[src/hdl/worst_fit_block_allocator_macros.svh]
// Assertion macros for the worst-fit block allocator
`ifndef WORST_FIT_BLOCK_ALLOCATOR_MACROS_SVH
`define WORST_FIT_BLOCK_ALLOCATOR_MACROS_SVH

// check cons in the same cycle as ante
`define WFBA_ASSERT_SAME(label, ante, cons, msg) \
	label: assert property (@(posedge clk) disable iff (!arst_n) (ante) |-> (cons)) \
		else $error(msg);

// check cons in the cycle after ante
`define WFBA_ASSERT_NEXT(label, ante, cons, msg) \
	label: assert property (@(posedge clk) disable iff (!arst_n) (ante) |=> (cons)) \
		else $error(msg);

`endif

[src/hdl/wfba_pkg.sv]
package wfba_pkg;

	localparam int MAX_BLOCKS_DEF = 16;
	localparam int SIZE_BITS_DEF  = 16;
	localparam int AMOUNT_W       = 16;
	localparam int NUM_W          = 5;
	localparam int STATUS_W       = 2;

	typedef enum logic {
		OP_LOAD    = 1'b0,
		OP_REQUEST = 1'b1
	} op_t;

	typedef enum logic [STATUS_W-1:0] {
		ST_ALLOCATED = 2'd0,
		ST_NO_FIT    = 2'd1,
		ST_LOADED    = 2'd2,
		ST_FULL      = 2'd3
	} status_t;

endpackage

[src/hdl/wfba_ram.sv]
module wfba_ram #(
	parameter int WIDTH = 16,
	parameter int DEPTH = 16,
	localparam int AW = (DEPTH > 1) ? $clog2(DEPTH) : 1
) (
	input  logic             clk,
	input  logic             we,
	input  logic [AW-1:0]    addr,
	input  logic [WIDTH-1:0] wdata,
	output logic [WIDTH-1:0] rdata
);

	logic [WIDTH-1:0] mem [DEPTH];

	always_ff @(posedge clk) begin
		if (we) begin
			mem[addr] <= wdata;
		end
		rdata <= mem[addr];
	end

endmodule

[src/hdl/worst_fit_block_allocator.sv]
// Worst-fit block allocator. Raise start with op and amount while busy is low.
// A load (op 0) stores the next block size: busy stays low, and the result
// appears with done in the following cycle, so loads can be issued every
// cycle. A request (op 1) holds busy while the block table in a single-port
// RAM is scanned one entry per cycle and the chosen entry, if one fits, is
// written back. The result of every transaction appears on status and
// block_number in the single cycle in which done is high; they hold it until
// the next result, so capture it in that cycle.
`include "worst_fit_block_allocator_macros.svh"

module worst_fit_block_allocator #(
	parameter int MAX_BLOCKS = wfba_pkg::MAX_BLOCKS_DEF,
	parameter int SIZE_BITS  = wfba_pkg::SIZE_BITS_DEF
) (
	input  logic                          clk,
	input  logic                          arst_n,
	input  logic                          start,
	output logic                          busy,
	input  logic                          op,
	input  logic [wfba_pkg::AMOUNT_W-1:0] amount,
	output logic                          done,
	output logic [wfba_pkg::STATUS_W-1:0] status,
	output logic [wfba_pkg::NUM_W-1:0]    block_number
);

	import wfba_pkg::*;

	localparam int IDX_W = (MAX_BLOCKS > 1) ? $clog2(MAX_BLOCKS) : 1;
	localparam int CNT_W = $clog2(MAX_BLOCKS + 1);
	localparam int CMP_W = (SIZE_BITS > AMOUNT_W) ? SIZE_BITS : AMOUNT_W;

	typedef enum logic [1:0] {
		S_IDLE,
		S_SCAN,
		S_WRITE
	} state_t;

	state_t                state_q;
	logic [CNT_W-1:0]      count_q;
	logic [CNT_W-1:0]      scan_q;
	logic [IDX_W-1:0]      idx_s1;
	logic                  vld_s1;
	logic [MAX_BLOCKS-1:0] taken_q;
	logic                  found_q;
	logic [IDX_W-1:0]      best_q;
	logic [SIZE_BITS-1:0]  best_rem_q;
	logic [CMP_W-1:0]      amt_q;

	logic                  accept;
	logic                  full;
	logic                  load_wr;
	logic                  ram_we;
	logic [IDX_W-1:0]      ram_addr;
	logic [SIZE_BITS-1:0]  ram_wdata;
	logic [SIZE_BITS-1:0]  ram_rdata;
	logic [CMP_W-1:0]      amt_in;
	logic [CMP_W-1:0]      size_ext;
	logic [CMP_W-1:0]      rem_ext;
	logic                  fit;
	logic                  better;
	logic [CNT_W-1:0]      count_inc;
	logic [CNT_W-1:0]      best_inc;
	logic [CNT_W+NUM_W-1:0] count_num;
	logic [CNT_W+NUM_W-1:0] best_num;

	assign busy      = (state_q != S_IDLE);
	assign accept    = start && !busy;
	assign full      = (count_q >= CNT_W'(MAX_BLOCKS));
	assign load_wr   = accept && (op == OP_LOAD) && !full;
	assign amt_in    = CMP_W'(amount);
	assign size_ext  = CMP_W'(ram_rdata);
	assign rem_ext   = size_ext - amt_q;
	assign fit       = vld_s1 && !taken_q[idx_s1] && (size_ext >= amt_q);
	assign better    = fit && (!found_q || (rem_ext[SIZE_BITS-1:0] > best_rem_q));
	assign count_inc = count_q + CNT_W'(1);
	assign best_inc  = CNT_W'(best_q) + CNT_W'(1);
	assign count_num = {{NUM_W{1'b0}}, count_inc};
	assign best_num  = {{NUM_W{1'b0}}, best_inc};

	always_comb begin
		ram_we    = 1'b0;
		ram_addr  = scan_q[IDX_W-1:0];
		ram_wdata = amt_in[SIZE_BITS-1:0];
		if (load_wr) begin
			ram_we   = 1'b1;
			ram_addr = count_q[IDX_W-1:0];
		end else if (state_q == S_WRITE && found_q) begin
			ram_we    = 1'b1;
			ram_addr  = best_q;
			ram_wdata = best_rem_q;
		end
	end

	wfba_ram #(
		.WIDTH(SIZE_BITS),
		.DEPTH(MAX_BLOCKS)
	) u_size_ram (
		.clk  (clk),
		.we   (ram_we),
		.addr (ram_addr),
		.wdata(ram_wdata),
		.rdata(ram_rdata)
	);

	always_ff @(posedge clk) begin
		if (accept) begin
			amt_q <= amt_in;
		end
		if (better) begin
			best_q     <= idx_s1;
			best_rem_q <= rem_ext[SIZE_BITS-1:0];
		end
	end

	always_ff @(posedge clk or negedge arst_n) begin
		if (!arst_n) begin
			state_q      <= S_IDLE;
			count_q      <= '0;
			scan_q       <= '0;
			idx_s1       <= '0;
			vld_s1       <= 1'b0;
			taken_q      <= '0;
			found_q      <= 1'b0;
			done         <= 1'b0;
			status       <= ST_LOADED;
			block_number <= '0;
		end else begin
			done   <= 1'b0;
			vld_s1 <= 1'b0;
			case (state_q)
				S_IDLE: begin
					if (accept) begin
						if (op == OP_REQUEST) begin
							state_q <= S_SCAN;
							scan_q  <= '0;
							found_q <= 1'b0;
						end else if (full) begin
							done         <= 1'b1;
							status       <= ST_FULL;
							block_number <= '0;
						end else begin
							taken_q[count_q[IDX_W-1:0]] <= 1'b0;
							count_q      <= count_inc;
							done         <= 1'b1;
							status       <= ST_LOADED;
							block_number <= count_num[NUM_W-1:0];
						end
					end
				end
				S_SCAN: begin
					if (better) begin
						found_q <= 1'b1;
					end
					if (scan_q == count_q) begin
						state_q <= S_WRITE;
					end else begin
						idx_s1 <= scan_q[IDX_W-1:0];
						vld_s1 <= 1'b1;
						scan_q <= scan_q + CNT_W'(1);
					end
				end
				S_WRITE: begin
					state_q <= S_IDLE;
					done    <= 1'b1;
					if (found_q) begin
						taken_q[best_q] <= 1'b1;
						status          <= ST_ALLOCATED;
						block_number    <= best_num[NUM_W-1:0];
					end else begin
						status       <= ST_NO_FIT;
						block_number <= '0;
					end
				end
				default: begin
					state_q <= S_IDLE;
				end
			endcase
		end
	end

	`WFBA_ASSERT_NEXT(a_req_goes_busy, accept && (op == OP_REQUEST), busy, "request did not start a scan")
	`WFBA_ASSERT_NEXT(a_load_answers, accept && (op == OP_LOAD), done, "load gave no result")
	`WFBA_ASSERT_SAME(a_done_idle, done, !busy, "result shown while busy")
	`WFBA_ASSERT_SAME(a_count_bound, 1'b1, count_q <= CNT_W'(MAX_BLOCKS), "block count overflow")
	`WFBA_ASSERT_SAME(a_scan_bound, state_q == S_SCAN, scan_q <= count_q, "scan ran past loaded blocks")

endmodule
[config.mk]
export PLATFORM = sky130hd
export DESIGN_NAME = worst_fit_block_allocator
export DESIGN_NICKNAME = d
export VERILOG_FILES = /design/src/hdl/wfba_pkg.sv /design/src/hdl/wfba_ram.sv /design/src/hdl/worst_fit_block_allocator.sv
export VERILOG_INCLUDE_DIRS = /design/src /design/src/hdl
export SDC_FILE = /design/constraint.sdc
export NUM_CORES = 1
export LEC_CHECK = 0
export ABC_AREA = 1
export BUFFER_PORTS_ARGS = -buffer_cell sky130_fd_sc_hd__buf_2
export CORE_UTILIZATION = 57
export CTS_BUF_LIST = sky130_fd_sc_hd__clkbuf_4 sky130_fd_sc_hd__clkbuf_8 sky130_fd_sc_hd__clkbuf_16
export DETAILED_ROUTE_END_ITERATION = 6
export PLACE_DENSITY = 0.76
export SLEW_MARGIN = 10
export SYNTH_ARGS = -nofsm -noshare
export SYNTH_HDL_FRONTEND = slang
export SYNTH_SLANG_ARGS = --single-unit
export TNS_END_PERCENT = 50
[constraint.sdc]
create_clock -name clk -period 3.4 [get_ports clk]
set_input_delay 0.51 -clock clk [delete_from_list [all_inputs] [get_ports clk]]
set_output_delay 0.51 -clock clk [all_outputs]
set_load 0.005 [all_outputs]
==> metrics.txt, run 1 <==
# TYPE chip_impl_metric gauge
chip_impl_info{name="post-synth-top-area-cell",value="edfxtp_1"} 1
chip_impl_metric{name="syn-mean-instance-area",unit="um^2"} 9.80
chip_impl_metric{name="wire_per_inst",unit="um"} 18.6
chip_impl_info{name="crit_path_top_delay_cell",value="fa_2"} 1
chip_impl_metric{name="numCtsBuffers",unit=""} 37
chip_impl_metric{name="max_slew_margin",unit="%"} 16.2
chip_impl_metric{name="cap_violations",unit=""} 0
chip_impl_metric{name="vias",unit=""} 11900
chip_impl_metric{name="worst_slew_pin_slew",unit="ns"} 1.25
chip_impl_metric{name="floorplan.die_area",unit="um^2"} 29000
chip_impl_metric{name="layout-area-overhead-vs-synth",unit="%"} 12.9
chip_impl_metric{name="post-route-min-period",unit="ns"} 3.24
chip_impl_metric{name="gp_congestion",unit=""} 0.911
chip_impl_metric{name="skew",unit="ns"} 0.0132
chip_impl_metric{name="cts_h_tree_depth",unit=""} 2
chip_impl_metric{name="postSynthCellCount",unit=""} 1649
chip_impl_metric{name="via_per_inst",unit=""} 5.61
chip_impl_metric{name="final-max-slew-violation-count",unit=""} 0
chip_impl_metric{name="finish.utilization",unit="%"} 65.5
chip_impl_metric{name="clk-insertion-delay-late",unit="ns"} 0.53
chip_impl_info{name="mostFrequentLayoutCells",value="671 x nand2_1, 292 x edfxtp_1, 168 x nand3_1, 120 x inv_1, 60 x buf_4"} 1
chip_impl_metric{name="clk_path_buf_depth",unit=""} 3
chip_impl_metric{name="cts.sinks",unit=""} 350
chip_impl_metric{name="drc_violation_count_after_routing",unit=""} 0
chip_impl_metric{name="die-width",unit="um"} 170
chip_impl_metric{name="cell_row_count",unit=""} 61
chip_impl_metric{name="drt.antenna.violating_nets",unit=""} 0
chip_impl_metric{name="multi_input_comb_area",unit="um^2"} 5250
chip_impl_info{name="path_cells",value="ha_4 > inv_2 > fa_2 > nand3_1 > nand2_2 > nand2_1 > nand3_2 > inv_1 > o21bai_1 > nand3_1 > nand2_1 > nand2_1 > nand2_2 > ha_4 > nand4_1 > nor3_2 > nand2_1 > nand2_1 > nand2_1 > nand2_1 > and2_4 > buf_8"} 1
chip_impl_metric{name="cts_hold_buffers",unit=""} 0
chip_impl_metric{name="yosys_reg_bits",unit=""} 350
chip_impl_info{name="worst_setup_path_start_kind",value="flip-flop"} 1
chip_impl_metric{name="number_of_primary_i_o_pins",unit=""} 29
chip_impl_metric{name="maxClockFrequency",unit="GHz"} 0.308
chip_impl_metric{name="synth_nets",unit=""} 1711
chip_impl_info{name="hold_class",value="input port to async pin"} 1
chip_impl_metric{name="pin_count_of_the_biggest_net_entering_global_routing",unit=""} 115
chip_impl_metric{name="num_antenna_cells",unit=""} 0
chip_impl_metric{name="grt.overflow.total",unit=""} 0
chip_impl_metric{name="initialDrtViolationCount",unit=""} 1546
chip_impl_metric{name="synth_seq_area_share",unit="%"} 62.8
chip_impl_metric{name="antenna_found_initial",unit=""} 0
chip_impl_metric{name="nNetsFinal",unit=""} 1777
chip_impl_metric{name="powerDensity",unit="nW/um^2"} 778
chip_impl_metric{name="p_leak",unit="uW"} 0.00798
chip_impl_metric{name="finalSetupViolCount",unit=""} 0
chip_impl_metric{name="num-fill-cells",unit=""} 2118
chip_impl_metric{name="layout_worst_path_cycle_share",unit="%"} 95.4
chip_impl_metric{name="die_y",unit="um"} 170
chip_impl_metric{name="timing.final.hold_violations",unit=""} 0
chip_impl_metric{name="clkSlewWorstSetupHoldPaths",unit="ns"} 0.06
chip_impl_info{name="clk_root_buffer_cell",value="clkbuf_16"} 1
chip_impl_info{name="layout.cells.most_common",value="nand2_1"} 1
chip_impl_metric{name="initial_core_util",unit="%"} 58.0
chip_impl_metric{name="grt_usage",unit="%"} 27.7
chip_impl_metric{name="synth-warning-count",unit=""} 0
chip_impl_metric{name="final-seq-area",unit="um^2"} 10100
chip_impl_metric{name="worstPathRequired",unit="ns"} 3.64
chip_impl_info{name="path_common_cell",value="nand2_1"} 1
chip_impl_info{name="cts_tree",value="done"} 1
chip_impl_info{name="criticalPathCategory",value="flip-flop to flip-flop"} 1
chip_impl_metric{name="place.detailed.hpwl",unit="mm"} 25.2
chip_impl_info{name="status",value="completed"} 1
chip_impl_info{name="cp-end-kind",value="flip-flop"} 1
chip_impl_metric{name="timing.critical_path.arrival",unit="ns"} 3.48
chip_impl_metric{name="synth_top_cell_area_share",unit="%"} 54.3
chip_impl_metric{name="layout-drive-gt1-share",unit="%"} 12.2
chip_impl_metric{name="port_buffers",unit=""} 28
chip_impl_metric{name="grt_first_pass_wirelength",unit="mm"} 61.3
chip_impl_metric{name="grt_pass1_vias",unit=""} 11300
chip_impl_metric{name="syn-cell-area",unit="um^2"} 16200
chip_impl_metric{name="vdd_ir_drop_max",unit="uV"} 443
chip_impl_metric{name="worst_slack",unit="ns"} 0.155
chip_impl_metric{name="worstPathMaxFanout",unit=""} 8
chip_impl_metric{name="synth.distinct_cells",unit=""} 45
chip_impl_metric{name="preCtsSetupSlack",unit="ns"} 0.0585
chip_impl_metric{name="drt_pass1_iterations",unit=""} 6
chip_impl_metric{name="floorplan.core_area",unit="um^2"} 27900
chip_impl_info{name="synth.area.top_cells",value="edfxtp_1 54%, nand2_1 16%, dfrtp_1 6.3%, nand3_1 5.2%, ha_1 3.2%"} 1
chip_impl_metric{name="postRouteWirelength",unit="mm"} 39.3
chip_impl_metric{name="cpPeakStageDelay",unit="ns"} 0.39
-- logic make-up after synthesis --
family	Yosys count	share of synthesized area (%)
adders and majority gates	42	3.30
AOI/OAI and AO/OA	98	3.42
muxes	1	0.0697
and+or+nand+nor	932	23.9
DFF	350	62.8
buffers and inverters	205	5.42
xor gates and xnor gates	21	1.14
-- per-layer routing --
metal  track usage [%]  part of all wire, %  vias to the layer above
li1                  -                    -                     5601
met1              39.2                   41                     5574
met2              43.7                   47                      622
met3              3.70                  8.5                       98
met4              10.4                  3.1                        0
met5                 0                    0                        -
-- critical path: cells and delay by family (launching register included) --
family | cells | cell delay, ns
AO/OA/AOI/OAI | 1 | 0.09
adder cells (fa/ha/maj) | 3 | 0.83
buffers and inverters | 3 | 0.24
flip-flops | 1 | 0.38
AND/OR/NAND/NOR | 15 | 1.41
-- per-stage QoR --
step	hold WS (ns)	total power [uW]	cell area (um^2)	TNS [ns]	std cells
floorplan	0.214	8810	16200	0	1649
global placement	0.466	10100	17000	0	2051
detailed placement	0.475	10200	17000	0	2051
CTS	0.154	14000	18100	0	2117
global route	0.173	15000	18300	-0.850	2120
finish	0.138	14200	18300	0	2120
-- worst paths after layout --
path	startpoint	endpoint	slack, ns	depth (start not counted)
max in group asynchronous	arst_n	found_q$_DFFE_PN0P_	2.67	1
setup / recovery	amt_q[0]$_DFFE_PP_	best_rem_q[14]$_DFFE_PP_	0.16	22
setup reg to reg	amt_q[0]$_DFFE_PP_	best_rem_q[14]$_DFFE_PP_	0.16	22
hold / removal	arst_n	count_q[3]$_DFFE_PN0P_	0.14	1
min in group clk	amount[14]	amt_q[14]$_DFFE_PP_	0.19	1
hold reg to reg	taken_q[12]$_DFFE_PN0P_	taken_q[12]$_DFFE_PN0P_	0.49	2
-- state kept, by name (all words and copies together), names as in the netlist --
name,cells
u_size_ram.mem,256
amt_q,16
best_rem_q,16
taken_q,16
u_size_ram.rdata,16
block_number,5
count_q,5
scan_q,5
best_q,4
idx_s1,4
state_q,2
status,2
done,1
found_q,1
vld_s1,1
-- timing repair --
item / CTS / global route
buffers inserted: 0 / 2
gates resized for setup: 0 / 27
endpoints found under the setup margin: 0 / 36
-- synth_stat cells (all sizes together) --
| library cell | number |
|---|---|
| buf | 49 |
| edfxtp | 292 |
| o22ai | 12 |
| fa | 1 |
| mux2 | 1 |
| a22oi | 1 |
| clkbuf | 20 |
| o21a | 2 |
| o2bb2ai | 1 |
| a31oi | 6 |
| nor4 | 1 |
| clkinv | 1 |
| dfstp | 1 |
| inv | 135 |
| dfxtp | 16 |
| o21bai | 3 |
| a21oi | 27 |
| dfrtp | 41 |
| nand4 | 6 |
| o21ai | 40 |
| nor2 | 51 |
| nand3b | 1 |
| nand3 | 173 |
| and2 | 1 |
| or2 | 2 |
| a2bb2oi | 2 |
| o211ai | 3 |
| nor3 | 15 |
| ha | 41 |
| xnor2 | 6 |
| a211oi | 1 |
| nand2 | 682 |
| xor2 | 15 |
-- final cells by class --
class,instances,area share (%)
timing repair buffer,96,3.99
inverter,136,2.80
tap,378,2.59
sequential,350,55.6
clock buffer,48,5.56
multi-input combinational,1094,28.8
clock inverter,18,0.713
-- report_power, final --
part / switching (uW) / internal, uW
clock network: 1600 / 2190
registers: 214 / 5030
logic: 3480 / 1680
(Power assumes the default switching activity.)
==> inputs of run 2 (changes only) <==
--- a/config.mk
+++ b/config.mk
@@ -9,9 +9,9 @@
 export ABC_AREA = 1
 export BUFFER_PORTS_ARGS = -buffer_cell sky130_fd_sc_hd__buf_2
 export CORE_UTILIZATION = 57
-export CTS_BUF_LIST = sky130_fd_sc_hd__clkbuf_4 sky130_fd_sc_hd__clkbuf_8 sky130_fd_sc_hd__clkbuf_16
 export DETAILED_ROUTE_END_ITERATION = 6
-export PLACE_DENSITY = 0.76
+export MAX_ROUTING_LAYER = met4
+export PLACE_DENSITY = 0.82
 export SLEW_MARGIN = 10
 export SYNTH_ARGS = -nofsm -noshare
 export SYNTH_HDL_FRONTEND = slang
==> run 2 against run 1 <==
Maximum frequency down 1.5%. Sequential power about the same. Cell area down 0.18%. Combinational power about the same. Sequential share of layout area up 0.099 points. Sequential cell count unchanged. Clock skew up 0.0031 ns. Register-to-register slack worse by 0.05 ns. Global-route usage up 0.96 points. Worst setup slack worse by 0.048 ns. Non-clock buffer count down 7. Core utilization down 0.12 points. Largest power group unchanged.
==> metrics.txt, run 2 (synthesis gave the netlist of run 1 again) <==
# TYPE chip_impl_metric gauge
chip_impl_info{name="status",value="completed"} 1
chip_impl_metric{name="p_leak",unit="uW"} 0.00797
chip_impl_metric{name="initial_core_util",unit="%"} 58.0
chip_impl_info{name="cp-end-kind",value="flip-flop"} 1
chip_impl_metric{name="grt_usage",unit="%"} 28.6
chip_impl_metric{name="die_y",unit="um"} 170
chip_impl_metric{name="num_antenna_cells",unit=""} 0
chip_impl_metric{name="p_int",unit="uW"} 9000
chip_impl_metric{name="wire_per_inst",unit="um"} 18.7
chip_impl_metric{name="multi_input_comb_area",unit="um^2"} 5230
chip_impl_metric{name="floorplan.core_area",unit="um^2"} 27900
chip_impl_metric{name="vdd_ir_drop_max",unit="uV"} 449
chip_impl_metric{name="finalSetupViolCount",unit=""} 0
chip_impl_metric{name="max_slew_margin",unit="%"} 38.1
chip_impl_metric{name="layout-drive-gt1-share",unit="%"} 11.3
chip_impl_metric{name="drt_pass1_iterations",unit=""} 7
chip_impl_metric{name="cts.sinks",unit=""} 350
chip_impl_metric{name="skew",unit="ns"} 0.0163
chip_impl_metric{name="pin_count_of_the_biggest_net_entering_global_routing",unit=""} 115
chip_impl_metric{name="layout_worst_path_cycle_share",unit="%"} 96.8
chip_impl_metric{name="powerDensity",unit="nW/um^2"} 786
chip_impl_metric{name="cap_violations",unit=""} 0
chip_impl_metric{name="die-width",unit="um"} 170
chip_impl_metric{name="largest_reg_flops",unit=""} 256
chip_impl_metric{name="preCtsSetupSlack",unit="ns"} -0.0313
chip_impl_metric{name="floorplan.die_area",unit="um^2"} 29000
chip_impl_metric{name="clock_power_share",unit="%"} 27.4
chip_impl_metric{name="number_of_primary_i_o_pins",unit=""} 29
chip_impl_metric{name="via_per_inst",unit=""} 5.68
chip_impl_info{name="cts_tree",value="done"} 1
chip_impl_metric{name="worstPathMaxFanout",unit=""} 6
chip_impl_info{name="mostFrequentLayoutCells",value="673 x nand2_1, 292 x edfxtp_1, 166 x nand3_1, 121 x inv_1, 52 x buf_4"} 1
chip_impl_metric{name="clkSlewWorstSetupHoldPaths",unit="ns"} 0.06
chip_impl_metric{name="grt.overflow.total",unit=""} 0
chip_impl_metric{name="cell_row_count",unit=""} 61
chip_impl_metric{name="postRouteWirelength",unit="mm"} 39.5
chip_impl_metric{name="grt_pass1_vias",unit=""} 11500
chip_impl_metric{name="cts_hold_buffers",unit=""} 0
chip_impl_metric{name="timing.final.hold_violations",unit=""} 0
chip_impl_metric{name="final-max-slew-violation-count",unit=""} 0
chip_impl_metric{name="postPlaceCellArea",unit="um^2"} 17000
chip_impl_metric{name="worstPathRequired",unit="ns"} 3.63
chip_impl_info{name="clk_root_buffer_cell",value="clkbuf_16"} 1
chip_impl_metric{name="initialDrtViolationCount",unit=""} 1760
chip_impl_metric{name="clk_path_buf_depth",unit=""} 3
chip_impl_metric{name="numCtsBuffers",unit=""} 36
chip_impl_metric{name="power.share.combinational",unit="%"} 36.0
chip_impl_metric{name="post-route-min-period",unit="ns"} 3.29
chip_impl_info{name="hold_class",value="input port to async pin"} 1
chip_impl_metric{name="net_switching_fraction_of_the_power",unit="%"} 37.1
chip_impl_info{name="max_flop_register",value="u_size_ram.mem"} 1
chip_impl_metric{name="maxClockFrequency",unit="GHz"} 0.304
chip_impl_metric{name="port_buffers",unit=""} 28
chip_impl_metric{name="netSwitchingPower",unit="uW"} 5310
chip_impl_metric{name="finalPower",unit="uW"} 14300
chip_impl_metric{name="drt.antenna.violating_nets",unit=""} 0
chip_impl_metric{name="nNetsFinal",unit=""} 1769
chip_impl_metric{name="worst_slack",unit="ns"} 0.107
chip_impl_info{name="criticalPathCategory",value="flip-flop to flip-flop"} 1
chip_impl_metric{name="gp_congestion",unit=""} 0.892
chip_impl_metric{name="layout-area-overhead-vs-synth",unit="%"} 12.7
chip_impl_info{name="layout.cells.most_common",value="nand2_1"} 1
chip_impl_metric{name="finish.instance_area",unit="um^2"} 18200
chip_impl_metric{name="drc_violation_count_after_routing",unit=""} 0
chip_impl_metric{name="clk-insertion-delay-late",unit="ns"} 0.53
chip_impl_metric{name="num-fill-cells",unit=""} 2046
chip_impl_metric{name="vias",unit=""} 12000
chip_impl_metric{name="cts_h_tree_depth",unit=""} 2
chip_impl_info{name="worst_setup_path_start_kind",value="flip-flop"} 1
chip_impl_metric{name="power_frac_seq",unit="%"} 36.6
chip_impl_metric{name="place.detailed.hpwl",unit="mm"} 24.8
chip_impl_metric{name="antenna_found_initial",unit=""} 0
chip_impl_metric{name="grt_first_pass_wirelength",unit="mm"} 61.5
chip_impl_metric{name="worst_slew_pin_slew",unit="ns"} 0.929
chip_impl_metric{name="final-seq-area",unit="um^2"} 10100
chip_impl_metric{name="timing.critical_path.arrival",unit="ns"} 3.53
## run 2: changes by cell type in the layout (fill, tap and decap cells not counted), moves of 3 or more
cell | before | now
clkbuf_1 | 0 | 5
clkbuf_4 | 10 | 0
ha_1 | 37 | 40
buf_4 | 60 | 52
o21ai_1 | 5 | 1
o21ai_0 | 33 | 36
## run 2: what timing repair did
action,CTS,global route
setup buffers,0,0
cloned,0,1
gates resized for setup,2,19
endpoints found under the setup margin,12,20
pin swaps,0,4
## run 2: final cells by class
class	count	area share, %
clock buffer	45	5.47
sequential	350	55.7
multi-input combinational	1094	28.7
timing repair buffer	89	3.78
clock inverter	20	0.989
tap	378	2.60
inverter	136	2.80
## run 2: worst paths after layout
| path | slack (ns) | endpoint | cells past startpoint | startpoint |
|---|---|---|---|---|
| worst max-delay path | 0.11 | best_rem_q[5]$_DFFE_PP_ | 19 | amt_q[2]$_DFFE_PP_ |
| worst min-delay path | 0.13 | taken_q[1]$_DFFE_PN0P_ | 1 | arst_n |
| worst max register to register | 0.11 | best_rem_q[5]$_DFFE_PP_ | 19 | amt_q[2]$_DFFE_PP_ |
| worst min register to register | 0.49 | status[1]$_DFFE_PN1P_ | 2 | status[1]$_DFFE_PN1P_ |
| max in group asynchronous | 2.69 | state_q[0]$_DFFE_PN0P_ | 1 | arst_n |
| min in group clk | 0.18 | amt_q[14]$_DFFE_PP_ | 1 | amount[14] |
## run 2: power by group through the flow
stage	sequential [uW]	combinational, uW	clock [uW]
3_3_place_gp	5310	4710	0
4_1_cts	5240	4960	3950
5_1_grt	5270	5740	4120
6_report	5240	5150	3920
2_1_floorplan	5240	3580	0
3_5_place_dp	5320	4890	0
## run 2: critical path, stage by stage, from the launching register on
cell and delay, ns:
edfxtp_1 0.32, inv_1 0.04, ha_1 0.35, a21oi_1 0.27, o21ai_2 0.12, nand2_1 0.08, nand2_1 0.08, buf_4 0.14
nand4_1 0.06, nand2_1 0.07, xor2_1 0.16, ha_1 0.32, nand4_1 0.16, nor3_2 0.23, nand2_1 0.08, nand2_1 0.07
nand2_1 0.05, nand2_1 0.08, and2_4 0.19, buf_6 0.14
## run 2: routing by layer
metal  global-route usage, %  vias to the layer above  routed length [um]
met5                       -                        -                   0
met4                    11.8                        0                1370
met3                    4.42                      118                3580
met2                    45.1                      687               18800
met1                    37.2                     5611               15800
li1                        -                     5575                   -
## run 2: per-stage QoR
stage | utilization, % | cells | hold slack [ns] | setup TNS [ns]
6_report | 65.4 | 2112 | 0.134 | 0
5_1_grt | 65.4 | 2112 | 0.182 | -0.822
4_1_cts | 65.1 | 2111 | 0.157 | 0
3_5_place_dp | 60.9 | 2046 | 0.477 | -0.369
3_3_place_gp | 60.9 | 2046 | 0.471 | 0
2_1_floorplan | - | 1649 | 0.214 | 0
